==> config.mk <==
export PLATFORM = sky130hd
export DESIGN_NAME = kfsl_div
export DESIGN_NICKNAME = d
export VERILOG_FILES = /design/src/hdl/kfsl_pkg.sv /design/src/hdl/kfsl_div.sv
export SDC_FILE = /design/constraint.sdc
export NUM_CORES = 1
export LEC_CHECK = 0
export BUFFER_PORTS_ARGS = -buffer_cell sky130_fd_sc_hd__buf_2
export CAP_MARGIN = 20
export CORE_AREA = 2 2 123 125
export CTS_CLUSTER_SIZE = 14
export DETAILED_ROUTE_END_ITERATION = 7
export DIE_AREA = 0 0 125 127
export PLACE_DENSITY = 0.88
export SETUP_SLACK_MARGIN = 0.1
export SYNTH_ARGS = -nofsm -noshare
export SYNTH_HDL_FRONTEND = slang
export SYNTH_SLANG_ARGS = --single-unit
==> constraint.sdc <==
create_clock -name clk -period 3.6 [get_ports clk]
set_clock_uncertainty 0.2 [all_clocks]
set_input_delay 0.54 -clock clk [delete_from_list [all_inputs] [get_ports clk]]
set_output_delay 0.54 -clock clk [all_outputs]
set_load 0.02 [all_outputs]
==> src/hdl/kfsl_pkg.sv <==
package kfsl_pkg;

	localparam int MAX_KEYS = 256;
	localparam int IDX_W    = $clog2(MAX_KEYS);
	localparam int CNT_W    = $clog2(MAX_KEYS + 1);
	localparam int TIME_W   = 32;
	localparam int FRAC_W   = 16;
	localparam int QUO_W    = FRAC_W + 1;
	localparam int STEP_W   = 6;

	typedef enum logic [1:0] {
		OP_INSERT = 2'd0,
		OP_REMOVE = 2'd1,
		OP_CLEAR  = 2'd2,
		OP_LOOKUP = 2'd3
	} op_t;

	typedef enum logic [1:0] {
		ST_OK    = 2'd0,
		ST_FULL  = 2'd1,
		ST_RANGE = 2'd2,
		ST_EMPTY = 2'd3
	} status_t;

	// one request on the command channel
	typedef struct packed {
		logic [1:0]        op;
		logic [TIME_W-1:0] key_time;
		logic [7:0]        key_index;
		logic [TIME_W-1:0] query_time;
	} req_t;

	// one result on the result channel
	typedef struct packed {
		logic [1:0]        status;
		logic [7:0]        first_index;
		logic [7:0]        second_index;
		logic [FRAC_W-1:0] fraction;
		logic [8:0]        key_count;
	} rsp_t;

	// launch of the shared divider
	typedef struct packed {
		logic              start;
		logic [TIME_W-1:0] rem_init;
		logic [TIME_W-1:0] dividend;
		logic [TIME_W:0]   divisor;
		logic [STEP_W-1:0] steps;
	} div_cmd_t;

	typedef struct packed {
		logic              done;
		logic [TIME_W-1:0] rem;
		logic [QUO_W-1:0]  quo;
	} div_res_t;

endpackage

==> src/hdl/kfsl_div.sv <==
module kfsl_div (
	input  logic                clk,
	input  logic                arst_n,
	input  kfsl_pkg::div_cmd_t  cmd,
	output kfsl_pkg::div_res_t  res
);

	logic [kfsl_pkg::TIME_W:0]   rem_q;
	logic [kfsl_pkg::TIME_W-1:0] dvd_q;
	logic [kfsl_pkg::TIME_W:0]   dsr_q;
	logic [kfsl_pkg::QUO_W-1:0]  quo_q;
	logic [kfsl_pkg::STEP_W-1:0] step_q;
	logic                        run_q;
	logic                        done_q;
	logic [kfsl_pkg::TIME_W+1:0] shifted;
	logic [kfsl_pkg::TIME_W+1:0] diff;
	logic                        fits;

	// one restoring step: shift in the next dividend bit and try a subtract
	always_comb begin
		shifted = {rem_q, dvd_q[kfsl_pkg::TIME_W-1]};
		diff    = shifted - {1'b0, dsr_q};
		fits    = (shifted >= {1'b0, dsr_q});
	end

	// control
	always_ff @(posedge clk or negedge arst_n) begin
		if (!arst_n) begin
			run_q  <= 1'b0;
			done_q <= 1'b0;
			step_q <= '0;
		end else begin
			done_q <= 1'b0;
			if (cmd.start) begin
				run_q  <= 1'b1;
				step_q <= cmd.steps;
			end else if (run_q) begin
				step_q <= step_q - 1'b1;
				if (step_q == kfsl_pkg::STEP_W'(1)) begin
					run_q  <= 1'b0;
					done_q <= 1'b1;
				end
			end
		end
	end

	// datapath
	always_ff @(posedge clk) begin
		if (cmd.start) begin
			rem_q <= {1'b0, cmd.rem_init};
			dvd_q <= cmd.dividend;
			dsr_q <= cmd.divisor;
			quo_q <= '0;
		end else if (run_q) begin
			dvd_q <= {dvd_q[kfsl_pkg::TIME_W-2:0], 1'b0};
			quo_q <= {quo_q[kfsl_pkg::QUO_W-2:0], fits};
			rem_q <= fits ? diff[kfsl_pkg::TIME_W:0] : shifted[kfsl_pkg::TIME_W:0];
		end
	end

	assign res = '{done: done_q, rem: rem_q[kfsl_pkg::TIME_W-1:0], quo: quo_q};

endmodule
==> summary.md, run 1 <==
The synthesized-area fraction occupied by and/or/nand/nor cells is 0.112. The synthesized-area fraction occupied by xor and xnor cells is 0.0395, and the total congestion overflow after global routing is 0. Clock-pin slew was measured on the worst setup and hold paths at 0.06 ns. The count of synthesis-stage warnings from yosys is 0. At the end of the flow, the number of nets in the layout was 946.

The run gives 1180 as the number of fillers in the final layout. The worst relative slew slack was 0.552. The number of placement rows came out at 44.

The run gives 142 as the largest net degree at the start of global routing. The tools report the critical path startpoint as dvd_q[31]. Yosys attributes the largest share of cell area to sky130_fd_sc_hd__edfxtp_1 41%, sky130_fd_sc_hd__ha_1 6.2%, sky130_fd_sc_hd__dfxtp_1 5.1%.

The sort of element at the start of the critical path is a flip-flop. HPWL reported at the end of detailed placement: 11500 microns. For this run, the top clock speed supported by timing is 281 MHz. Routability-driven placement finished with a final weighted congestion of 0.893. The share of post-route cells with drive strength above 1 came out at 0.334. The number of distinct library cell variants in the gate-level netlist after synthesis came out at 62. The adder-cell share of the synthesized area came out at 0.0646. Via count of the first global-routing pass: 5540. The detailed router placed 5502 vias in this run.

For this design the top-level I/O count stands at 156. No sink is reached through more buffers than the 2 on the longest clock path. The met3 routing resource usage after global routing is 0.0938, and the post-placement cell count is 945. The routed wire length per instance was 17.0 microns.

The tools report the number of antenna violations at the first check in global routing as 3. The endpoint identified for the worst register-to-register timing path is rem_q[28]. Setup repair after global routing could not meet its margin everywhere. The die covers 15900 sq um.

In the synthesized netlist, the number of instances is 652. The overall routing resource usage is 0.220, and the H-tree depth is 4. The number of buffers inserted by port buffering is 155.

The number of hold violations in the final report was 0; the starting DRC count in detailed routing was 389. The worst register-to-register path has a setup slack of 0.04 ns. The global routing stage identified its most utilized layer as met2. Final-report setup violation count: 0. Cell type contributing the most total cell area after synthesis: sky130_fd_sc_hd__edfxtp_1. Counting flops and latches in the post-synthesis netlist gives 123.

Most instantiated flip-flop cell in the synthesis netlist: sky130_fd_sc_hd__edfxtp_1. TritonCTS built the clock tree. From left edge to right edge, the die measures 125 microns. After routing the design area is 8750 sq um. The flow ran to the end, and the final reports show no timing, DRC or antenna violations.

The element type at the critical path end was a flip-flop. In this run the cell area of the synthesized design comes to 7090 sq um. The source of the worst register-to-register timing path is dvd_q[31].

In this run, CTS created clock tree buffers numbering 17. The combinational family with the most area after synthesis was compound AO/OA/AOI/OAI gates. Each instance of the synthesized netlist takes up on average 10.9 sq um. For the worst-skew pair, the clock arrives at the later sink with an insertion delay of 0.43 ns.

The post-detailed-route count of antenna-violating nets was 0; the fraction of the yosys area taken by sequential cells was 0.490. The final critical-path share of the clock period works out to 0.988. By startpoint and endpoint, the worst setup path is classified as reg -> reg. The clock drives 123 sinks. For this run, the detailed router's first-pass iteration total came to 4.

Initial core utilization: 0.491. The net count after synthesis was 794; the critical path required time was 3.57 ns. The number of vias per cell after detailed routing was 5.49; the number of flops mapped to enable cells by yosys was 97. For the leakage power total, the log shows 3.98 nW. The tool flagged a number of max-cap violations equal to 0. The global-route track usage on met1 came out at 0.265. The number of pins exceeding their max-slew limit in the final report was 0; the async set-or-reset flop fraction in the synthesized netlist was 0.0650. The post-route non-filler standard cell count was 1003; the height of the die was 127 microns. The maximum fanout along the worst path was 7. The worst hold path belongs to the class in -> reg.

The global-route wire length before repair is 27600 microns. Total power for the finished layout comes to 7.30 mW. At the worst endpoint, the arrival time is 3.53 ns. The tools report the termination of the worst setup path as rem_q[28]. Root buffer selected by CTS: sky130_fd_sc_hd__clkbuf_16. Count of unresolved DRC violations after routing: 0. The run gives 17100 microns as the detailed-route wire length.

The synthesized-area fraction occupied by ao, oa, aoi and oai cells was 0.129; the share of synthesized area spent on multiplexers was 0.0890. The share of the synthesized area in the top cell type works out to 0.411. Across the VDD grid, the largest voltage drop is 0.471 mV. The met2 layer usage reported by global route was 0.362; the layout overhead on the synthesized area was 23.5%.

The number of cells on the worst reg-to-reg path is 15. Power spread over the standard cell area amounts to 834 nW/um^2. The instance area at placement is 7900 sq um, and the transition time at the pin with the least slew margin is 0.672 ns. Time the worst path needs with I/O delays and setup: 3.56 ns. The core region is 14400 sq um.
[worst min path at each step]
stage,to,slack (ns),start,depth (start not counted)
after CTS,dsr_q[22],0.07,cmd[28],1
after global placement,step_q[0],0.19,arst_n,1
final,dsr_q[25],0.08,cmd[31],1
after detailed placement,step_q[5],0.19,arst_n,1
after global routing,dsr_q[21],0.06,cmd[27],1
after floorplan,done_q,0.04,arst_n,0
[registers in the layout, summed over array words and instances (netlist names)]
name,count
dsr_q,33
rem_q,33
dvd_q,32
quo_q,17
step_q,6
done_q,1
run_q,1
[cells by family (layout without fill, tap and decap cells)]
logic type | Yosys count | count (layout)
flops | 123 | 123
compound gates | 132 | 132
fa+ha+maj | 36 | 36
other cells | 0 | 2
mux | 59 | 59
buf+inv | 105 | 270
xor+xnor | 32 | 32
simple gates | 165 | 165
[synth_stat cells (5+ instances only)]
cell and instances:
sky130_fd_sc_hd__nand2b_1 6, sky130_fd_sc_hd__o21a_1 6, sky130_fd_sc_hd__inv_1 42, sky130_fd_sc_hd__mux2_2 32
sky130_fd_sc_hd__xor2_1 15, sky130_fd_sc_hd__dfxtp_1 18, sky130_fd_sc_hd__a221o_1 5, sky130_fd_sc_hd__a21o_1 12
sky130_fd_sc_hd__o311ai_0 14, sky130_fd_sc_hd__nand3_1 23, sky130_fd_sc_hd__nor2_1 46, sky130_fd_sc_hd__and3_1 9
sky130_fd_sc_hd__a31oi_1 5, sky130_fd_sc_hd__mux2i_1 27, sky130_fd_sc_hd__xnor2_1 17, sky130_fd_sc_hd__clkbuf_1 22
sky130_fd_sc_hd__nor2b_1 5, sky130_fd_sc_hd__a21oi_1 30, sky130_fd_sc_hd__o21ai_0 24, sky130_fd_sc_hd__nand2_1 50
sky130_fd_sc_hd__buf_4 36, sky130_fd_sc_hd__ha_1 35, sky130_fd_sc_hd__edfxtp_1 97, sky130_fd_sc_hd__dfrtp_1 8
[layer usage]
metal  share of wire  up-vias
met5         0.00041        -
met4           0.012        2
met3           0.082       19
met2            0.49      189
met1            0.42     2617
li1                -     2675
[critical path, stage by stage, from the launching register on]
cell                       delay, ns
sky130_fd_sc_hd__edfxtp_1       0.38
sky130_fd_sc_hd__inv_2          0.09
sky130_fd_sc_hd__ha_4           0.14
sky130_fd_sc_hd__inv_2          0.04
sky130_fd_sc_hd__fa_2           0.34
sky130_fd_sc_hd__a21o_1         0.20
sky130_fd_sc_hd__a221oi_2       0.29
sky130_fd_sc_hd__a211oi_2       0.14
sky130_fd_sc_hd__o21ai_1        0.17
sky130_fd_sc_hd__o211ai_1       0.14
sky130_fd_sc_hd__a221o_1        0.37
sky130_fd_sc_hd__a41oi_4        0.19
sky130_fd_sc_hd__buf_6          0.15
sky130_fd_sc_hd__buf_12         0.11
sky130_fd_sc_hd__nor2_4         0.05
sky130_fd_sc_hd__a221o_1        0.31
[stage by stage]
stage	util	setup TNS (ns)	worst slack [ns]	hold WS, ns
3_3_place_gp	0.548	0	0.0840	0.188
2_1_floorplan	-	0	0.116	0.0444
3_5_place_dp	0.548	-0.00916	-0.00916	0.189
6_report	0.607	0	0.0446	0.0841
4_1_cts	0.603	-0.0597	-0.0349	0.0737
5_1_grt	0.607	-2.20	-0.135	0.0646
[area by class of cell]
type | instances | area, sq um | area share
Clock inverter | 12 | 86.3 | 0.00986
Inverter | 43 | 161 | 0.0184
Tap cell | 184 | 230 | 0.0263
Clock buffer | 20 | 468 | 0.0535
Timing Repair Buffer | 195 | 1190 | 0.136
Antenna cell | 2 | 5.00 | 0.000572
Sequential cell | 123 | 3470 | 0.397
Multi-Input combinational cell | 424 | 3140 | 0.359
[layout by cell type (no fill, tap or decap), drive strengths merged, types with 6 or more instances in the layout]
cell / netlist / routed
a21oi: 30 / 30
o21a: 6 / 6
xor2: 15 / 15
mux2: 32 / 32
nand3: 23 / 23
nand2b: 6 / 6
xnor2: 17 / 17
and3: 9 / 9
clkbuf: 22 / 20
o311ai: 14 / 14
dfrtp: 8 / 8
edfxtp: 97 / 97
clkinv: 1 / 7
inv: 42 / 48
nor2: 47 / 47
o21ai: 28 / 28
ha: 35 / 35
nand2: 50 / 50
buf: 40 / 194
a21o: 12 / 12
dfxtp: 18 / 18
mux2i: 27 / 27
[report_power, final]
group          total [mW]  internal (mW)  switching, mW  leakage (nW)
combinational        3.58           1.66           1.92          2.45
clock                1.60          0.944          0.654         0.281
sequential           2.12           1.90          0.220          1.25
[timing repair]
item                                    4_1_cts  5_1_grt
endpoints found under the setup margin       31       34
pin swaps                                    13       14
setup buffers                                18        3
resized for setup                            16        5
hold endpoints to repair                      8        0
hold buffers                                  1        0
cloned                                        2        0
(Power assumes the default switching activity.)
==> run 2, diff against run 1 <==
==> config.mk (replaced) <==
export PLATFORM = sky130hd
export DESIGN_NAME = kfsl_div
export DESIGN_NICKNAME = d
export VERILOG_FILES = /design/src/hdl/kfsl_pkg.sv /design/src/hdl/kfsl_div.sv
export SDC_FILE = /design/constraint.sdc
export NUM_CORES = 1
export LEC_CHECK = 0
export BUFFER_PORTS_ARGS = -buffer_cell sky130_fd_sc_hd__clkbuf_2
export CAP_MARGIN = 20
export CORE_AREA = 2 2 117 119
export CTS_CLUSTER_SIZE = 14
export DETAILED_ROUTE_END_ITERATION = 7
export DIE_AREA = 0 0 119 121
export PLACE_DENSITY = 0.92
export SETUP_SLACK_MARGIN = 0.1
export SYNTH_ARGS = -nofsm -noshare
export SYNTH_HDL_FRONTEND = slang
export SYNTH_SLANG_ARGS = --single-unit
==> constraint.sdc (replaced) <==
create_clock -name clk -period 3.7 [get_ports clk]
set_clock_uncertainty 0.2 [all_clocks]
set_input_delay 0.555 -clock clk [delete_from_list [all_inputs] [get_ports clk]]
set_output_delay 0.555 -clock clk [all_outputs]
set_load 0.02 [all_outputs]
==> run 2 against run 1 <==
  * Via count up 0.11%
  * Cell count down 2.6%
  * Register-to-register slack better by 0.02 ns
  * Largest cell class unchanged
  * Largest power group unchanged
  * Highest routed layer unchanged
==> summary.md, run 2 (same netlist as run 1, synthesis figures left out) <==
The flow ran to the end, and the final reports show no timing, DRC or antenna violations. The logs give -0.0249 ns for the worst slack after detailed placement and 450 for the starting DRC count in detailed routing. The internal portion of the total power is 4.26 mW. In this run the worst path has a maximum fanout of 7. The sort of element at the start of the critical path is a flip-flop. The clock passes through at most 2 buffers. Summed over all nets, the switching power comes to 2.66 mW. The run gives 965 as the number of fillers in the final layout. The number of antenna violations at the first check in global routing is 1, and the global-route track usage on met1 is 0.274.

The path with the worst hold slack has its endpoint at dsr_q[18]. The tightest hold path in the finished design has a slack of 0.107 ns. The startpoint identified for the worst register-to-register timing path is dvd_q[31]. Number of hold violations in the final report: 0. The run gives 11500 microns as the HPWL reported at the end of detailed placement. Type of the worst setup path: reg -> reg. The number of buffers created by CTS was 17. Leaving out fill and tap cells, the most frequent cell in the layout is sky130_fd_sc_hd__clkbuf_2.

The element type at the critical path end was a flip-flop. In this run the horizontal extent of the chip is 119 microns. The cell depth of the worst hold path works out to 1. The time the worst path needs with I/O delays and setup is 3.64 ns. Routability-driven placement finished with a final weighted congestion of 0.906. The tools report the minimum setup slack in the final design as 0.0643 ns.

Combinational cell fraction of total power: 0.471. The tools report the initial core utilization as 0.542. H-tree depth: 4. The later pin in the worst-skew pair is clocked with a latency of 0.42 ns. For the worst relative slew slack, the log shows 0.601. After detailed routing, the number of vias per cell comes to 5.64. The core region area is 13100 sq um. The achievable frequency is 275 MHz, and the largest net degree at the start of global routing is 82. The top cell types in the final layout, fill and taps aside, are 154 x sky130_fd_sc_hd__clkbuf_2, 97 x sky130_fd_sc_hd__edfxtp_1, 49 x sky130_fd_sc_hd__nand2_1. At the worst endpoint, the required time is 3.65 ns. Across all layers, the routed design uses 5508 vias.

For the number of pins exceeding their max-slew limit in the final report, the log shows 0. The proportion of total power due to net switching came out at 0.385. Global routing finished with a remaining overflow of 0.

The reg-to-reg critical path endpoint is rem_q[30]. The analysis attributes to cell leakage a power of 3.90 nW. Traced cell by cell, the critical path runs through inv_2 > ha_4 > inv_2 > fa_2 > a21o_1 > a221oi_2 > a211oi_2 > o21ai_1 > o211ai_1 > a221o_1 > a41oi_4 > buf_6 > buf_6 > mux2i_1 > a21oi_1.

The first global-routing pass estimated 25600 microns of wire. In this run the vertical extent of the chip is 121 microns. The tightest min-delay check is of the in -> reg type. Clock network fraction of total power: 0.229. The logs give 0 for the final-report setup violation count and 7 for the detailed-routing iteration count for the pre-antenna-repair pass.

After detailed routing, the number of remaining DRC violations is 0. The number of buffers inserted by port buffering is 155, and the final critical-path share of the clock period is 0.983. During I/O placement, the number of pins put on the boundary was 156. The met3 routing resource usage after global routing is 0.0883.

The setup slack on the worst flop-to-flop path was 0.06 ns; the number of violations of the max-capacitance limit was 0. The met2 layer usage reported by global route was 0.370; the depth of the worst register-to-register path was 15. The layout overhead on the synthesized area was 21.6%. The total power per unit cell area came out at 803 nW/um^2. Overall routing resource usage: 0.227.

Setup repair after global routing could not meet its margin everywhere. For the detailed-route wire length, the log shows 16400 microns. IR analysis of the VDD net gives a maximum drop of 0.407 mV. The full die area was 14400 sq um; the clock-pin transition on the worst setup and hold timing paths was 0.06 ns. The largest individual stage delay along the critical path comes from the cell sky130_fd_sc_hd__edfxtp_1.

The startpoint identified for the worst hold timing path is cmd[24]. The count of nets left with antenna violations once routing finished came out at 0. The tools report the final layout net count as 930. The number of placement rows is 42, and the clock sink count is 123. The portion of total power attributed to sequential cells was 0.301. The largest registers in the layout are dsr_q (33), rem_q (33), dvd_q (32).

At the worst endpoint, the arrival time is 3.58 ns. The maximum cell stage delay along the critical path came out at 0.40 ns. met2 is the most crowded layer. The share of post-route cells with drive strength above 1 is 0.325, and the via count of the first global-routing pass is 5364. After detailed routing, the average wire length per cell comes to 16.8 microns.

The repair_antennas step left the layout with diodes totalling 0. Root buffer selected by CTS: sky130_fd_sc_hd__clkbuf_16. TritonCTS built the clock tree.

For the pin with the worst max-slew slack, the measured transition is 0.584 ns.
-- run 2: worst max-delay path: cells and delay by family (launching register included) --
| kind | cells | cell delay, ns |
|---|---|---|
| adders and majority gates | 2 | 0.51 |
| buffers and inverters | 4 | 0.43 |
| DFF | 1 | 0.40 |
| AOI/OAI and AO/OA | 8 | 1.62 |
| muxes | 1 | 0.18 |
-- run 2: through the flow --
stage	TNS (ns)	util	power [mW]	instance area, sq um	std cells
finish	0	0.659	6.92	8620	977
detailed placement	-0.0576	0.603	5.12	7900	938
CTS	0	0.652	6.79	8530	973
global placement	0	0.603	5.03	7900	938
global route	-1.31	0.659	7.32	8620	977
floorplan	0	-	4.47	7090	652
-- run 2: final cells by class --
| type | instances | area, sq um | share of cell area |
|---|---|---|---|
| Clock inverter | 11 | 78.8 | 0.00915 |
| Clock buffer | 21 | 493 | 0.0572 |
| Inverter | 43 | 161 | 0.0187 |
| Sequential cell | 123 | 3470 | 0.403 |
| Multi-Input combinational cell | 424 | 3150 | 0.366 |
| Timing Repair Buffer | 179 | 1040 | 0.120 |
| Tap cell | 176 | 220 | 0.0256 |
-- run 2: repair_timing --
action                                 4_1_cts  5_1_grt
pin swaps                                    9       14
resized for setup                            9       10
gates cloned                                 0        0
buffers inserted                             2        4
endpoints found under the hold margin        8        0
setup endpoints to repair                   31       32
hold buffers                                 1        0
-- run 2: how the worst max path moves through the flow --
stage	start	endpoint	slack [ns]	cells after the start
finish	dvd_q[31]	rem_q[30]	0.06	15
CTS	dvd_q[31]	rem_q[30]	0.11	15
detailed placement	dvd_q[31]	rem_q[0]	-0.02	14
global placement	dvd_q[31]	rem_q[0]	0.11	14
global route	dvd_q[31]	rem_q[30]	-0.09	15
floorplan	dvd_q[31]	rem_q[29]	0.14	14
-- run 2: power by group through the flow --
stage	sequential (mW)	combinational, mW	clock (mW)
floorplan	2.03	2.44	0
global placement	2.08	2.94	0
detailed placement	2.10	3.02	0
CTS	2.08	3.10	1.61
global route	2.11	3.55	1.66
finish	2.08	3.26	1.58
-- run 2: layer usage --
layer / wire length [microns] / vias to the layer above / share of wire
met5: 11 / - / 0.00067
met2: 7820 / 218 / 0.48
met3: 1460 / 29 / 0.089
met1: 6740 / 2616 / 0.41
li1: - / 2643 / -
met4: 358 / 2 / 0.022
